--- src/rtl/core/rslt_pkg.sv ---
`timescale 1ns / 1ps
// Shared types for the radio signal level tracker.
// No dependencies; imported by the interfaces and all core modules.
package rslt_pkg;

    localparam int LevelW = 16;
    localparam int FlagW  = 32;
    localparam int RateW  = 16;

    typedef logic signed [LevelW-1:0] level_t;
    typedef logic [FlagW-1:0]         flags_t;
    typedef logic [RateW-1:0]         rate_t;

    // Unit kind codes; code 3 carries no meaning and is handled as other.
    typedef enum logic [1:0] {
        KIND_OTHER = 2'd0,
        KIND_DBM   = 2'd1,
        KIND_RSSI  = 2'd2
    } kind_t;

    // One report as held in the input register.
    typedef struct packed {
        logic   report_present;
        logic [1:0] unit_kind;
        level_t dbm_signal;
        level_t dbm_noise;
        level_t rssi_signal;
        level_t rssi_noise;
        flags_t carrier_flags;
        flags_t encoding_flags;
        rate_t  data_rate;
    } report_t;

    // Running last / min / max of one reading.
    typedef struct packed {
        level_t last;
        level_t lo;
        level_t hi;
    } level_track_t;

endpackage

--- src/rtl/core/rslt_rpt_if.sv ---
`timescale 1ns / 1ps
// Report request channel: valid/ready handshake plus report fields.
// Depends on rslt_pkg.
interface rslt_rpt_if
    import rslt_pkg::*;
();
    logic   valid;
    logic   ready;
    logic   report_present;
    logic [1:0] unit_kind;
    level_t dbm_signal;
    level_t dbm_noise;
    level_t rssi_signal;
    level_t rssi_noise;
    flags_t carrier_flags;
    flags_t encoding_flags;
    rate_t  data_rate;

    modport source (
        output valid, report_present, unit_kind, dbm_signal, dbm_noise,
               rssi_signal, rssi_noise, carrier_flags, encoding_flags, data_rate,
        input  ready
    );
    modport sink (
        input  valid, report_present, unit_kind, dbm_signal, dbm_noise,
               rssi_signal, rssi_noise, carrier_flags, encoding_flags, data_rate,
        output ready
    );
endinterface

--- src/rtl/core/rslt_lvl_if.sv ---
`timescale 1ns / 1ps
// Level result channel: valid/ready handshake plus tracked levels and sets.
// Depends on rslt_pkg.
interface rslt_lvl_if
    import rslt_pkg::*;
();
    logic   valid;
    logic   ready;
    logic [1:0] locked_kind;
    level_t last_signal_level;
    level_t last_noise_level;
    level_t min_signal_level;
    level_t max_signal_level;
    level_t min_noise_level;
    level_t max_noise_level;
    rate_t  peak_rate;
    flags_t carrier_seen;
    flags_t encoding_seen;

    modport source (
        output valid, locked_kind, last_signal_level, last_noise_level,
               min_signal_level, max_signal_level, min_noise_level,
               max_noise_level, peak_rate, carrier_seen, encoding_seen,
        input  ready
    );
    modport sink (
        input  valid, locked_kind, last_signal_level, last_noise_level,
               min_signal_level, max_signal_level, min_noise_level,
               max_noise_level, peak_rate, carrier_seen, encoding_seen,
        output ready
    );
endinterface

--- src/rtl/core/radio_signal_level_tracker.sv ---
`timescale 1ns / 1ps
// Radio signal level tracker top level.
// Depends on rslt_pkg, rslt_rpt_if, rslt_lvl_if, rslt_in_stage, rslt_level_unit.

// One report request enters per clock unless the result side stalls; each
// produces exactly one result that shows the tracker state after that report.
// A request lands in the input register, and then a single pass of compares
// and ORs updates the tracking registers, which are themselves the result
// payload. The result shows valid once the request has moved from the input
// register into the tracking registers; throughput is one report per cycle
// while the result side takes every cycle. The first present
// report in dBm or RSSI locks the unit; later reports in the other unit leave
// the levels alone but still feed the carrier/encoding sets and peak rate.
// A zero reading means absent; a zero min or max means unset. Reports with
// report_present low return the unchanged state. No clearing pass after reset.
module radio_signal_level_tracker
    import rslt_pkg::*;
(
    input  logic       clk,
    input  logic       rst_n,
    rslt_rpt_if.sink   rpt,
    rslt_lvl_if.source res
);
    logic    item_valid;
    report_t item;
    logic    advance;

    // Tracking state, doubling as the result register.
    kind_t        kind_reg, kind_next;
    level_track_t sig_reg, sig_next;
    level_track_t noi_reg, noi_next;
    rate_t        rate_reg, rate_next;
    flags_t       carrier_reg, carrier_next;
    flags_t       encoding_reg, encoding_next;
    logic         out_valid_reg, out_valid_next;

    logic   use_dbm;
    logic   use_rssi;
    level_t sig_sample;
    level_t noi_sample;

    rslt_in_stage u_in_stage (
        .clk        (clk),
        .rst_n      (rst_n),
        .rpt        (rpt),
        .take       (advance),
        .item_valid (item_valid),
        .item       (item)
    );

    // Held item moves on when the result slot is free or being drained.
    assign advance = item_valid && (!out_valid_reg || res.ready);

    // Unit lock: first dBm/RSSI report wins; code 3 counts as other.
    always_comb
    begin
        use_dbm  = 1'b0;
        use_rssi = 1'b0;
        if (item.report_present)
        begin
            case (item.unit_kind)
                KIND_DBM:
                begin
                    use_dbm = (kind_reg == KIND_OTHER) || (kind_reg == KIND_DBM);
                end
                KIND_RSSI:
                begin
                    use_rssi = (kind_reg == KIND_OTHER) || (kind_reg == KIND_RSSI);
                end
                default:
                begin
                    use_dbm  = 1'b0;
                    use_rssi = 1'b0;
                end
            endcase
        end
    end

    assign sig_sample = use_rssi ? item.rssi_signal : item.dbm_signal;
    assign noi_sample = use_rssi ? item.rssi_noise  : item.dbm_noise;

    rslt_level_unit u_sig_unit (
        .en     (use_dbm || use_rssi),
        .sample (sig_sample),
        .cur    (sig_reg),
        .nxt    (sig_next)
    );

    rslt_level_unit u_noi_unit (
        .en     (use_dbm || use_rssi),
        .sample (noi_sample),
        .cur    (noi_reg),
        .nxt    (noi_next)
    );

    always_comb
    begin
        kind_next     = kind_reg;
        rate_next     = rate_reg;
        carrier_next  = carrier_reg;
        encoding_next = encoding_reg;
        if (use_dbm)
        begin
            kind_next = KIND_DBM;
        end
        else if (use_rssi)
        begin
            kind_next = KIND_RSSI;
        end
        // Sets and peak rate follow every present report, any unit.
        if (item.report_present)
        begin
            carrier_next  = carrier_reg | item.carrier_flags;
            encoding_next = encoding_reg | item.encoding_flags;
            if (rate_reg < item.data_rate)
            begin
                rate_next = item.data_rate;
            end
        end
    end

    assign out_valid_next = advance ? 1'b1 : (out_valid_reg && !res.ready);

    always_ff @(posedge clk or negedge rst_n)
    begin
        if (!rst_n)
        begin
            kind_reg      <= KIND_OTHER;
            sig_reg       <= '0;
            noi_reg       <= '0;
            rate_reg      <= '0;
            carrier_reg   <= '0;
            encoding_reg  <= '0;
            out_valid_reg <= 1'b0;
        end
        else
        begin
            out_valid_reg <= out_valid_next;
            if (advance)
            begin
                kind_reg     <= kind_next;
                sig_reg      <= sig_next;
                noi_reg      <= noi_next;
                rate_reg     <= rate_next;
                carrier_reg  <= carrier_next;
                encoding_reg <= encoding_next;
            end
        end
    end

    assign res.valid             = out_valid_reg;
    assign res.locked_kind       = kind_reg;
    assign res.last_signal_level = sig_reg.last;
    assign res.last_noise_level  = noi_reg.last;
    assign res.min_signal_level  = sig_reg.lo;
    assign res.max_signal_level  = sig_reg.hi;
    assign res.min_noise_level   = noi_reg.lo;
    assign res.max_noise_level   = noi_reg.hi;
    assign res.peak_rate         = rate_reg;
    assign res.carrier_seen      = carrier_reg;
    assign res.encoding_seen     = encoding_reg;

    // Once locked, the unit kind never falls back to none.
    a_lock_sticky: assert property (@(posedge clk) disable iff (!rst_n)
        (kind_reg != KIND_OTHER) |=> (kind_reg != KIND_OTHER))
        else $error("locked unit kind was released");

    // Flag sets only gain bits.
    a_sets_grow: assert property (@(posedge clk) disable iff (!rst_n)
        1'b1 |=> ((($past(carrier_reg) & ~carrier_reg) == '0) &&
                  (($past(encoding_reg) & ~encoding_reg) == '0)))
        else $error("carrier or encoding set lost a bit");

    // Tracking state moves only with an item.
    a_state_hold: assert property (@(posedge clk) disable iff (!rst_n)
        !advance |=> ($stable(sig_reg) && $stable(noi_reg) && $stable(rate_reg)))
        else $error("tracking state changed without an item");

    // A set signal minimum never exceeds the maximum.
    a_min_le_max: assert property (@(posedge clk) disable iff (!rst_n)
        (sig_reg.lo != '0) |-> (sig_reg.lo <= sig_reg.hi))
        else $error("signal minimum above maximum");
endmodule

--- src/rtl/core/rslt_in_stage.sv ---
`timescale 1ns / 1ps
// Input register for report requests.
// Depends on rslt_pkg and rslt_rpt_if.
module rslt_in_stage
    import rslt_pkg::*;
(
    input  logic    clk,
    input  logic    rst_n,
    rslt_rpt_if.sink rpt,
    input  logic    take,
    output logic    item_valid,
    output report_t item
);
    logic    valid_reg;
    logic    valid_next;
    report_t item_reg;
    logic    load;

    // Refill when empty or when the held item moves on this cycle.
    assign rpt.ready  = !valid_reg || take;
    assign load       = rpt.valid && rpt.ready;
    assign valid_next = load ? 1'b1 : (take ? 1'b0 : valid_reg);

    always_ff @(posedge clk or negedge rst_n)
    begin
        if (!rst_n)
        begin
            valid_reg <= 1'b0;
        end
        else
        begin
            valid_reg <= valid_next;
        end
    end

    always_ff @(posedge clk)
    begin
        if (load)
        begin
            item_reg <= '{report_present: rpt.report_present,
                          unit_kind:      rpt.unit_kind,
                          dbm_signal:     rpt.dbm_signal,
                          dbm_noise:      rpt.dbm_noise,
                          rssi_signal:    rpt.rssi_signal,
                          rssi_noise:     rpt.rssi_noise,
                          carrier_flags:  rpt.carrier_flags,
                          encoding_flags: rpt.encoding_flags,
                          data_rate:      rpt.data_rate};
        end
    end

    assign item_valid = valid_reg;
    assign item       = item_reg;
endmodule

--- src/rtl/core/rslt_level_unit.sv ---
`timescale 1ns / 1ps
// Next last/min/max for one reading (signal or noise).
// Depends on rslt_pkg.
module rslt_level_unit
    import rslt_pkg::*;
(
    input  logic         en,
    input  level_t       sample,
    input  level_track_t cur,
    output level_track_t nxt
);
    logic hit;

    // Zero reading is absent; zero stored bound is unset.
    assign hit = en && (sample != '0);

    always_comb
    begin
        nxt = cur;
        if (hit)
        begin
            nxt.last = sample;
            if (cur.lo == '0 || cur.lo > sample)
            begin
                nxt.lo = sample;
            end
            if (cur.hi == '0 || cur.hi < sample)
            begin
                nxt.hi = sample;
            end
        end
    end
endmodule

--- src/flat_wrapper.sv ---
// flat-port wrapper written by rule: the top's interface ports become plain ports
module radio_signal_level_tracker_flat import rslt_pkg::*;
  (clk, rst_n, rpt_valid, rpt_report_present, rpt_unit_kind, rpt_dbm_signal, rpt_dbm_noise, rpt_rssi_signal, rpt_rssi_noise, rpt_carrier_flags, rpt_encoding_flags, rpt_data_rate, rpt_ready, res_valid, res_locked_kind, res_last_signal_level, res_last_noise_level, res_min_signal_level, res_max_signal_level, res_min_noise_level, res_max_noise_level, res_peak_rate, res_carrier_seen, res_encoding_seen, res_ready);
  rslt_rpt_if rpt_i ();
  rslt_lvl_if res_i ();
  input  logic clk;
  input  logic rst_n;
  input wire logic [$bits(rpt_i.valid)-1:0] rpt_valid;
  input wire logic [$bits(rpt_i.report_present)-1:0] rpt_report_present;
  input wire logic [$bits(rpt_i.unit_kind)-1:0] rpt_unit_kind;
  input wire logic [$bits(rpt_i.dbm_signal)-1:0] rpt_dbm_signal;
  input wire logic [$bits(rpt_i.dbm_noise)-1:0] rpt_dbm_noise;
  input wire logic [$bits(rpt_i.rssi_signal)-1:0] rpt_rssi_signal;
  input wire logic [$bits(rpt_i.rssi_noise)-1:0] rpt_rssi_noise;
  input wire logic [$bits(rpt_i.carrier_flags)-1:0] rpt_carrier_flags;
  input wire logic [$bits(rpt_i.encoding_flags)-1:0] rpt_encoding_flags;
  input wire logic [$bits(rpt_i.data_rate)-1:0] rpt_data_rate;
  output wire logic [$bits(rpt_i.ready)-1:0] rpt_ready;
  output wire logic [$bits(res_i.valid)-1:0] res_valid;
  output wire logic [$bits(res_i.locked_kind)-1:0] res_locked_kind;
  output wire logic [$bits(res_i.last_signal_level)-1:0] res_last_signal_level;
  output wire logic [$bits(res_i.last_noise_level)-1:0] res_last_noise_level;
  output wire logic [$bits(res_i.min_signal_level)-1:0] res_min_signal_level;
  output wire logic [$bits(res_i.max_signal_level)-1:0] res_max_signal_level;
  output wire logic [$bits(res_i.min_noise_level)-1:0] res_min_noise_level;
  output wire logic [$bits(res_i.max_noise_level)-1:0] res_max_noise_level;
  output wire logic [$bits(res_i.peak_rate)-1:0] res_peak_rate;
  output wire logic [$bits(res_i.carrier_seen)-1:0] res_carrier_seen;
  output wire logic [$bits(res_i.encoding_seen)-1:0] res_encoding_seen;
  input wire logic [$bits(res_i.ready)-1:0] res_ready;
  assign rpt_i.valid = rpt_valid;
  assign rpt_i.report_present = rpt_report_present;
  assign rpt_i.unit_kind = rpt_unit_kind;
  assign rpt_i.dbm_signal = rpt_dbm_signal;
  assign rpt_i.dbm_noise = rpt_dbm_noise;
  assign rpt_i.rssi_signal = rpt_rssi_signal;
  assign rpt_i.rssi_noise = rpt_rssi_noise;
  assign rpt_i.carrier_flags = rpt_carrier_flags;
  assign rpt_i.encoding_flags = rpt_encoding_flags;
  assign rpt_i.data_rate = rpt_data_rate;
  assign rpt_ready = rpt_i.ready;
  assign res_valid = res_i.valid;
  assign res_locked_kind = res_i.locked_kind;
  assign res_last_signal_level = res_i.last_signal_level;
  assign res_last_noise_level = res_i.last_noise_level;
  assign res_min_signal_level = res_i.min_signal_level;
  assign res_max_signal_level = res_i.max_signal_level;
  assign res_min_noise_level = res_i.min_noise_level;
  assign res_max_noise_level = res_i.max_noise_level;
  assign res_peak_rate = res_i.peak_rate;
  assign res_carrier_seen = res_i.carrier_seen;
  assign res_encoding_seen = res_i.encoding_seen;
  assign res_i.ready = res_ready;
  radio_signal_level_tracker u_core (.clk(clk), .rst_n(rst_n), .rpt(rpt_i), .res(res_i));
endmodule
--- config.mk ---
export PLATFORM = sky130hd
export DESIGN_NAME = radio_signal_level_tracker_flat
export DESIGN_NICKNAME = d
export VERILOG_FILES = /design/src/rtl/core/rslt_pkg.sv /design/src/rtl/core/rslt_rpt_if.sv /design/src/rtl/core/rslt_lvl_if.sv /design/src/rtl/core/radio_signal_level_tracker.sv /design/src/rtl/core/rslt_in_stage.sv /design/src/rtl/core/rslt_level_unit.sv /design/src/flat_wrapper.sv
export SDC_FILE = /design/constraint.sdc
export NUM_CORES = 1
export LEC_CHECK = 0
export BUFFER_PORTS_ARGS = -buffer_cell sky130_fd_sc_hd__buf_2
export CAP_MARGIN = 25
export CORE_ASPECT_RATIO = 0.7
export CORE_UTILIZATION = 25
export CTS_CLUSTER_SIZE = 28
export DETAILED_ROUTE_END_ITERATION = 8
export GPL_TIMING_DRIVEN = 0
export SLEW_MARGIN = 10
export SYNTH_ARGS = -nofsm -noshare
export SYNTH_HDL_FRONTEND = slang
export SYNTH_SLANG_ARGS = --single-unit
--- constraint.sdc ---
create_clock -name clk -period 7.4 [get_ports clk]
set_clock_uncertainty 0.1 [all_clocks]
set_input_delay 1.48 -clock clk [delete_from_list [all_inputs] [get_ports clk]]
set_output_delay 1.48 -clock clk [all_outputs]
set_load 0.03 [all_outputs]
==> flow_summary.json, run 1 <==
{
  "crit_required_ns": 7.70,
  "max_stage_delay_ns": 0.87,
  "gr-total-overflow": 0,
  "root_buffer": "clkbuf_16",
  "ys_ff_latch": 327,
  "routed_wl_um": 37800,
  "worstSetupEndpointType": "register",
  "cts_max_path_buffers": 3,
  "insertion_delay_ns": 0.54,
  "slew_headroom": 0.260,
  "worstSetupStartpointType": "register",
  "ys_seq_area_frac": 0.667,
  "met2_length_um": 16300,
  "synth_nets": 1130,
  "grt_pass1_wl_um": 57000,
  "detail_route.wl_per_cell_um": 19.0,
  "critical_path_class": "reg2reg",
  "cts-buffers-inserted": 35,
  "setup_viol": 0,
  "first_global_vias": 9294,
  "cts_max_level": 2,
  "max_freq_mhz": 185,
  "synthCells": 908,
  "crit_top_cell": "buf_2",
  "hold_buffers": 0,
  "drtIter0Drc": 441,
  "clkTransAtPathRegs_ns": 0.06,
  "routabilityCongestion": 0.855,
  "final-seq-area_um2": 8920,
  "layout-drive-gt1-share": 0.358,
  "rsz0062_at_grt": "false",
  "r2r_setup_slack_ns": 2.00,
  "area_growth_syn_to_layout_pct": 28.7,
  "routedLengthMet1_um": 16900,
  "ys_types": 54,
  "final_cell_mix": "buf_2, dfrtp_1, edfxtp_1",
  "ir_worst_vdd_v": 0.000169,
  "synth_edf_count": 147,
  "multiInputGateArea_um2": 4060,
  "dr.pass1.iters": 6,
  "start_util": 0.255,
  "syn_avg_cell_area_um2": 14.7,
  "worst-r2r-cell-count": 16,
  "finalSetupTns_ns": 0,
  "fin_nets": 1501,
  "crit_fanout": 10,
  "holdWs_ns": 0.337,
  "drv_cap": 0,
  "path_cells": "and4bb_1 > buf_6 > buf_2 > buf_1 > mux2_2 > inv_1 > ha_1 > nand2_1 > o31a_1 > o21ai_0 > a21o_1 > a2111oi_0 > a31o_2 > buf_2 > buf_2 > mux2_2",
  "slew_viol_final": 0,
  "die-height_um": 195,
  "grt_max_degree": 97,
  "core_area_um2": 52500,
  "ys_warn_count": 0,
  "clkPwrFrac": 0.292,
  "drt-vias-per-instance": 4.49,
  "hp-class": "reg2reg",
  "dp_hpwl_um": 28700,
  "swShare": 0.364,
  "p_int_mw": 4.04,
  "cp_slowest_cell": "buf_1",
  "largest_reg_flops": 147,
  "synth_top_flop_cell": "dfrtp_1",
  "final_common_cell": "buf_2",
  "fin_crit_ns": 5.40,
  "r2r_start": "u_core.res.locked_kind[0]",
  "routed-wl-met3_um": 3780,
  "io_pins": 331,
  "grt.total_usage": 0.138,
  "die_w_um": 278,
  "cp-startpoint": "u_core.res.locked_kind[0]",
  "die_area_um2": 54400,
  "p_seq_frac": 0.406,
  "post_cts_resized": 0,
  "crit_arrival_ns": 5.70,
  "synth_area_um2": 13400,
  "cts_tree": "built",
  "combPwrFrac": 0.302,
  "rows": 70,
  "async_flop_share": 0.550,
  "vias": 8947,
  "postRouteAntennaNets": 0,
  "cellLeakagePower_nw": 7.47,
  "p_switching_mw": 2.31,
  "postCtsSetupRepairBufs": 0,
  "status": "finished, final reports clean",
  "setup.worst_path.end": "u_core.res.max_signal_level[6]",
  "power_density_nw_per_um2": 369,
  "r2r-end": "u_core.res.max_signal_level[6]",
  "cts_num_sinks": 327,
  "port_buffers": 330,
  "antenna_found_initial": 4,
  "final-hold-violation-count": 0,
  "drc_errors": 0,
  "nFillCells": 5195,
  "tightest_slew_ns": 1.11,
  "fin_crit_sh": 0.730,
  "top_layer": "met5"
}
power groups by stage:
stage                     Sequential (mW)  Clock [mW]  Combinational (mW)
final                                2.58        1.85                1.92
after CTS                            2.58        1.91                1.93
after detailed placement             2.61           0                1.92
after floorplan                      3.11           0               0.707
after global routing                 2.63        1.98                2.08
after global placement               2.61           0                1.87
logic make-up (layout without fill, tap and decap cells):
kind of cell | after synthesis | after routing | synth area share
xor+xnor | 2 | 2 | 0.00131
other cells | 0 | 2 | 0
buf+inv | 96 | 494 | 0.0287
compound gates | 166 | 166 | 0.0882
mux | 113 | 113 | 0.0906
flops | 327 | 327 | 0.667
fa+ha+maj | 73 | 73 | 0.0681
simple gates | 131 | 131 | 0.0557
synthesized netlist by cell type (all sizes together) (19+ instances only):
library cell  count  area share
o21ai            27       0.010
ha               71       0.066
dfrtp           180        0.34
inv              72       0.020
a21o             75       0.042
mux2i            52       0.039
nor4             36       0.017
nand2            37       0.010
mux2             61       0.051
a21oi            22      0.0082
edfxtp          147        0.33
nand4            19      0.0089
worst min path at each step:
stage | start | endpoint | slack, ns | cells after the start
3_5_place_dp | u_core.u_in_stage.item[20] | u_core.res.encoding_seen[4] | 0.33 | 1
2_1_floorplan | u_core.u_in_stage.item[48] | u_core.res.carrier_seen[0] | 0.33 | 1
4_1_cts | u_core.u_in_stage.item[38] | u_core.res.encoding_seen[22] | 0.35 | 1
3_3_place_gp | u_core.u_in_stage.item[63] | u_core.res.carrier_seen[15] | 0.33 | 1
6_report | u_core.u_in_stage.item[38] | u_core.res.encoding_seen[22] | 0.34 | 1
5_1_grt | u_core.u_in_stage.item[57] | u_core.res.carrier_seen[9] | 0.35 | 1
metal layers:
metal | up-vias | track usage
li1 | 4144 | -
met1 | 4409 | 0.184
met2 | 331 | 0.206
met3 | 57 | 0.0549
met5 | - | 0
met4 | 6 | 0.0391
worst max-delay path, delay by kind of cell, from the launching register on:
| family | cells | cell delay, ns |
|---|---|---|
| AO/OA/AOI/OAI | 5 | 1.17 |
| adder cells (fa/ha/maj) | 1 | 0.24 |
| flip-flops | 1 | 0.39 |
| multiplexers | 2 | 0.84 |
| buffers and inverters | 6 | 2.13 |
| AND/OR/NAND/NOR | 2 | 0.38 |
per-stage QoR:
step | cell area (um2) | std cells | setup WS (ns) | power, mW | utilization
after CTS | 17200 | 1989 | 2.10 | 6.42 | 0.328
after floorplan | 13400 | 908 | 1.55 | 3.82 | -
after global placement | 15900 | 1922 | -0.0558 | 4.48 | 0.303
after global routing | 17200 | 1990 | 1.75 | 6.69 | 0.328
final | 17200 | 1992 | 2.00 | 6.35 | 0.328
after detailed placement | 16000 | 1925 | 2.18 | 4.53 | 0.304
area by class of cell:
cell class,count,share of cell area
diodes,2,0.000291
clock buffers,50,0.0602
flip-flops and latches,327,0.519
clock inverters,14,0.0108
well taps,684,0.0498
plain buffers,24,0.00662
inverters,72,0.0157
repair buffers,334,0.102
multi-input cells,485,0.236
(Power assumes the default switching activity.)
==> run 2, diff against run 1 <==
clock period = 4.4 ns   (was 7.4 ns; I/O delays follow)
==> run 2 against run 1 <==
Sequential share of layout area is 0.26 points lower. First-iteration DRC count decreased by 5.4%. Critical path depth shrank 2. Global-route usage about the same. Power rose by 67%. Hold slack lost 0.12 ns. Final area up 0.49%. Critical path type unchanged.
==> flow_summary.json, run 2 (synthesized netlist as in run 1, its figures left out) <==
{
  "final_cell_mix": "buf_2, dfrtp_1, edfxtp_1",
  "antenna_found_initial": 8,
  "worstSetupEndpointType": "register",
  "drv_cap": 0,
  "cellLeakagePower_nw": 7.46,
  "dp_hpwl_um": 28700,
  "multiInputGateArea_um2": 4180,
  "slew_headroom": 0.404,
  "grt.total_usage": 0.138,
  "layout-drive-gt1-share": 0.369,
  "gr-total-overflow": 0,
  "die_w_um": 278,
  "final_cell_area_um2": 17300,
  "area_growth_syn_to_layout_pct": 29.3,
  "rows": 70,
  "power_mw": 10.6,
  "drc_errors": 0,
  "cts_tree": "built",
  "crit_fanout": 18,
  "finalSetupTns_ns": 0,
  "hp-class": "in2async",
  "drtIter0Drc": 417,
  "grt_max_degree": 94,
  "final-seq-area_um2": 8920,
  "post_cts_resized": 11,
  "clkTransAtPathRegs_ns": 0.06,
  "hold_buffers": 0,
  "max_freq_mhz": 237,
  "fin_nets": 1499,
  "routabilityCongestion": 0.848,
  "grt_pass1_wl_um": 57000,
  "status": "finished, final reports clean",
  "insertion_delay_ns": 0.56,
  "crit_arrival_ns": 4.54,
  "start_util": 0.255,
  "die-height_um": 195,
  "detail_route.wl_per_cell_um": 19.0,
  "setup_viol": 0,
  "root_buffer": "clkbuf_16",
  "slew_viol_final": 0,
  "worstSetupStartpointType": "register",
  "die_area_um2": 54400,
  "crit_required_ns": 4.72,
  "dr.pass1.iters": 5,
  "nFillCells": 5134,
  "core_area_um2": 52500,
  "cts_num_sinks": 327,
  "power_density_nw_per_um2": 612,
  "cts-buffers-inserted": 35,
  "r2r_start": "u_core.res.locked_kind[0]",
  "layout.cells.non_filler": 1991,
  "fin_crit_ns": 4.22,
  "cts_max_path_buffers": 3,
  "tightest_slew_ns": 0.886,
  "postCtsSetupRepairBufs": 0,
  "final_common_cell": "buf_2",
  "final-hold-violation-count": 0,
  "dpl-instance-area_um2": 16000,
  "port_buffers": 330,
  "first_global_vias": 9220,
  "fin_crit_sh": 0.959,
  "io_pins": 331,
  "dp_cells": 1926,
  "r2r_setup_slack_ns": 0.18,
  "worst-r2r-cell-count": 14,
  "critical_path_class": "reg2reg",
  "largest_reg_flops": 147,
  "vias": 8991,
  "ir_worst_vdd_v": 0.000295,
  "cts_max_level": 2,
  "postRouteAntennaNets": 0,
  "r2r-end": "u_core.res.max_signal_level[9]",
  "drt-vias-per-instance": 4.52,
  "routed_wl_um": 37800
}
==> run 2: cell count changes in the layout (fill, tap and decap cells not counted), moves of 3 or more <==
| cell | previous run | this run |
|---|---|---|
| clkinv_2 | 3 | 6 |
| mux2i_4 | 0 | 8 |
| buf_2 | 337 | 333 |
| mux2i_1 | 51 | 41 |
| clkbuf_8 | 6 | 2 |
==> run 2: through the flow <==
step | utilization | hold slack [ns] | setup WS, ns
global route | 0.329 | 0.277 | -0.00336
floorplan | - | 0.326 | 0.255
global placement | 0.303 | 0.328 | -0.927
detailed placement | 0.305 | 0.333 | -0.667
CTS | 0.327 | 0.238 | 0.0122
finish | 0.329 | 0.218 | 0.181
==> run 2: worst max path at each step <==
stage | start | endpoint | slack, ns | depth (start not counted)
6_report | u_core.res.locked_kind[0] | u_core.res.max_signal_level[9] | 0.18 | 14
5_1_grt | u_core.res.locked_kind[0] | u_core.res.min_signal_level[5] | -0.003 | 13
4_1_cts | u_core.res.locked_kind[0] | u_core.res.max_noise_level[9] | 0.01 | 14
3_5_place_dp | u_core.res.locked_kind[0] | u_core.res.max_noise_level[9] | -0.67 | 15
3_3_place_gp | rst_n | u_core.res.encoding_seen[16] | -0.93 | 1
2_1_floorplan | u_core.res.locked_kind[0] | u_core.res.max_signal_level[10] | 0.26 | 16
==> run 2: cell type report <==
cell class,instances,share of cell area
Buffer,22,0.00753
Tap cell,684,0.0495
Clock buffer,42,0.0534
Timing Repair Buffer,334,0.102
Clock inverter,22,0.0136
Inverter,72,0.0156
Multi-Input combinational cell,485,0.242
Sequential cell,327,0.516
Antenna cell,3,0.000434
==> run 2: report_power, final <==
part	switching, mW	total, mW	internal (mW)
sequential	0.563	4.35	3.79
combinational	2.10	3.24	1.14
clock	1.29	2.99	1.70
total	3.95	10.6	6.63
==> run 2: critical path: stages, from the launching register on <==
cell and delay [ns]:
dfrtp_1 0.40, and4bb_1 0.33, buf_12 0.21, buf_4 0.20
buf_8 0.17, mux2_2 0.40, inv_1 0.13, ha_1 0.14
nand2_1 0.07, nor3_1 0.56, o2111ai_1 0.22, a211o_1 0.36
a31o_2 0.34, buf_6 0.18, mux2_2 0.27
==> run 2: metal layers <==
layer	GRT usage	wire length, um
met5	0	49
met4	0.0417	830
met3	0.0579	3820
met2	0.201	16000
met1	0.186	17100
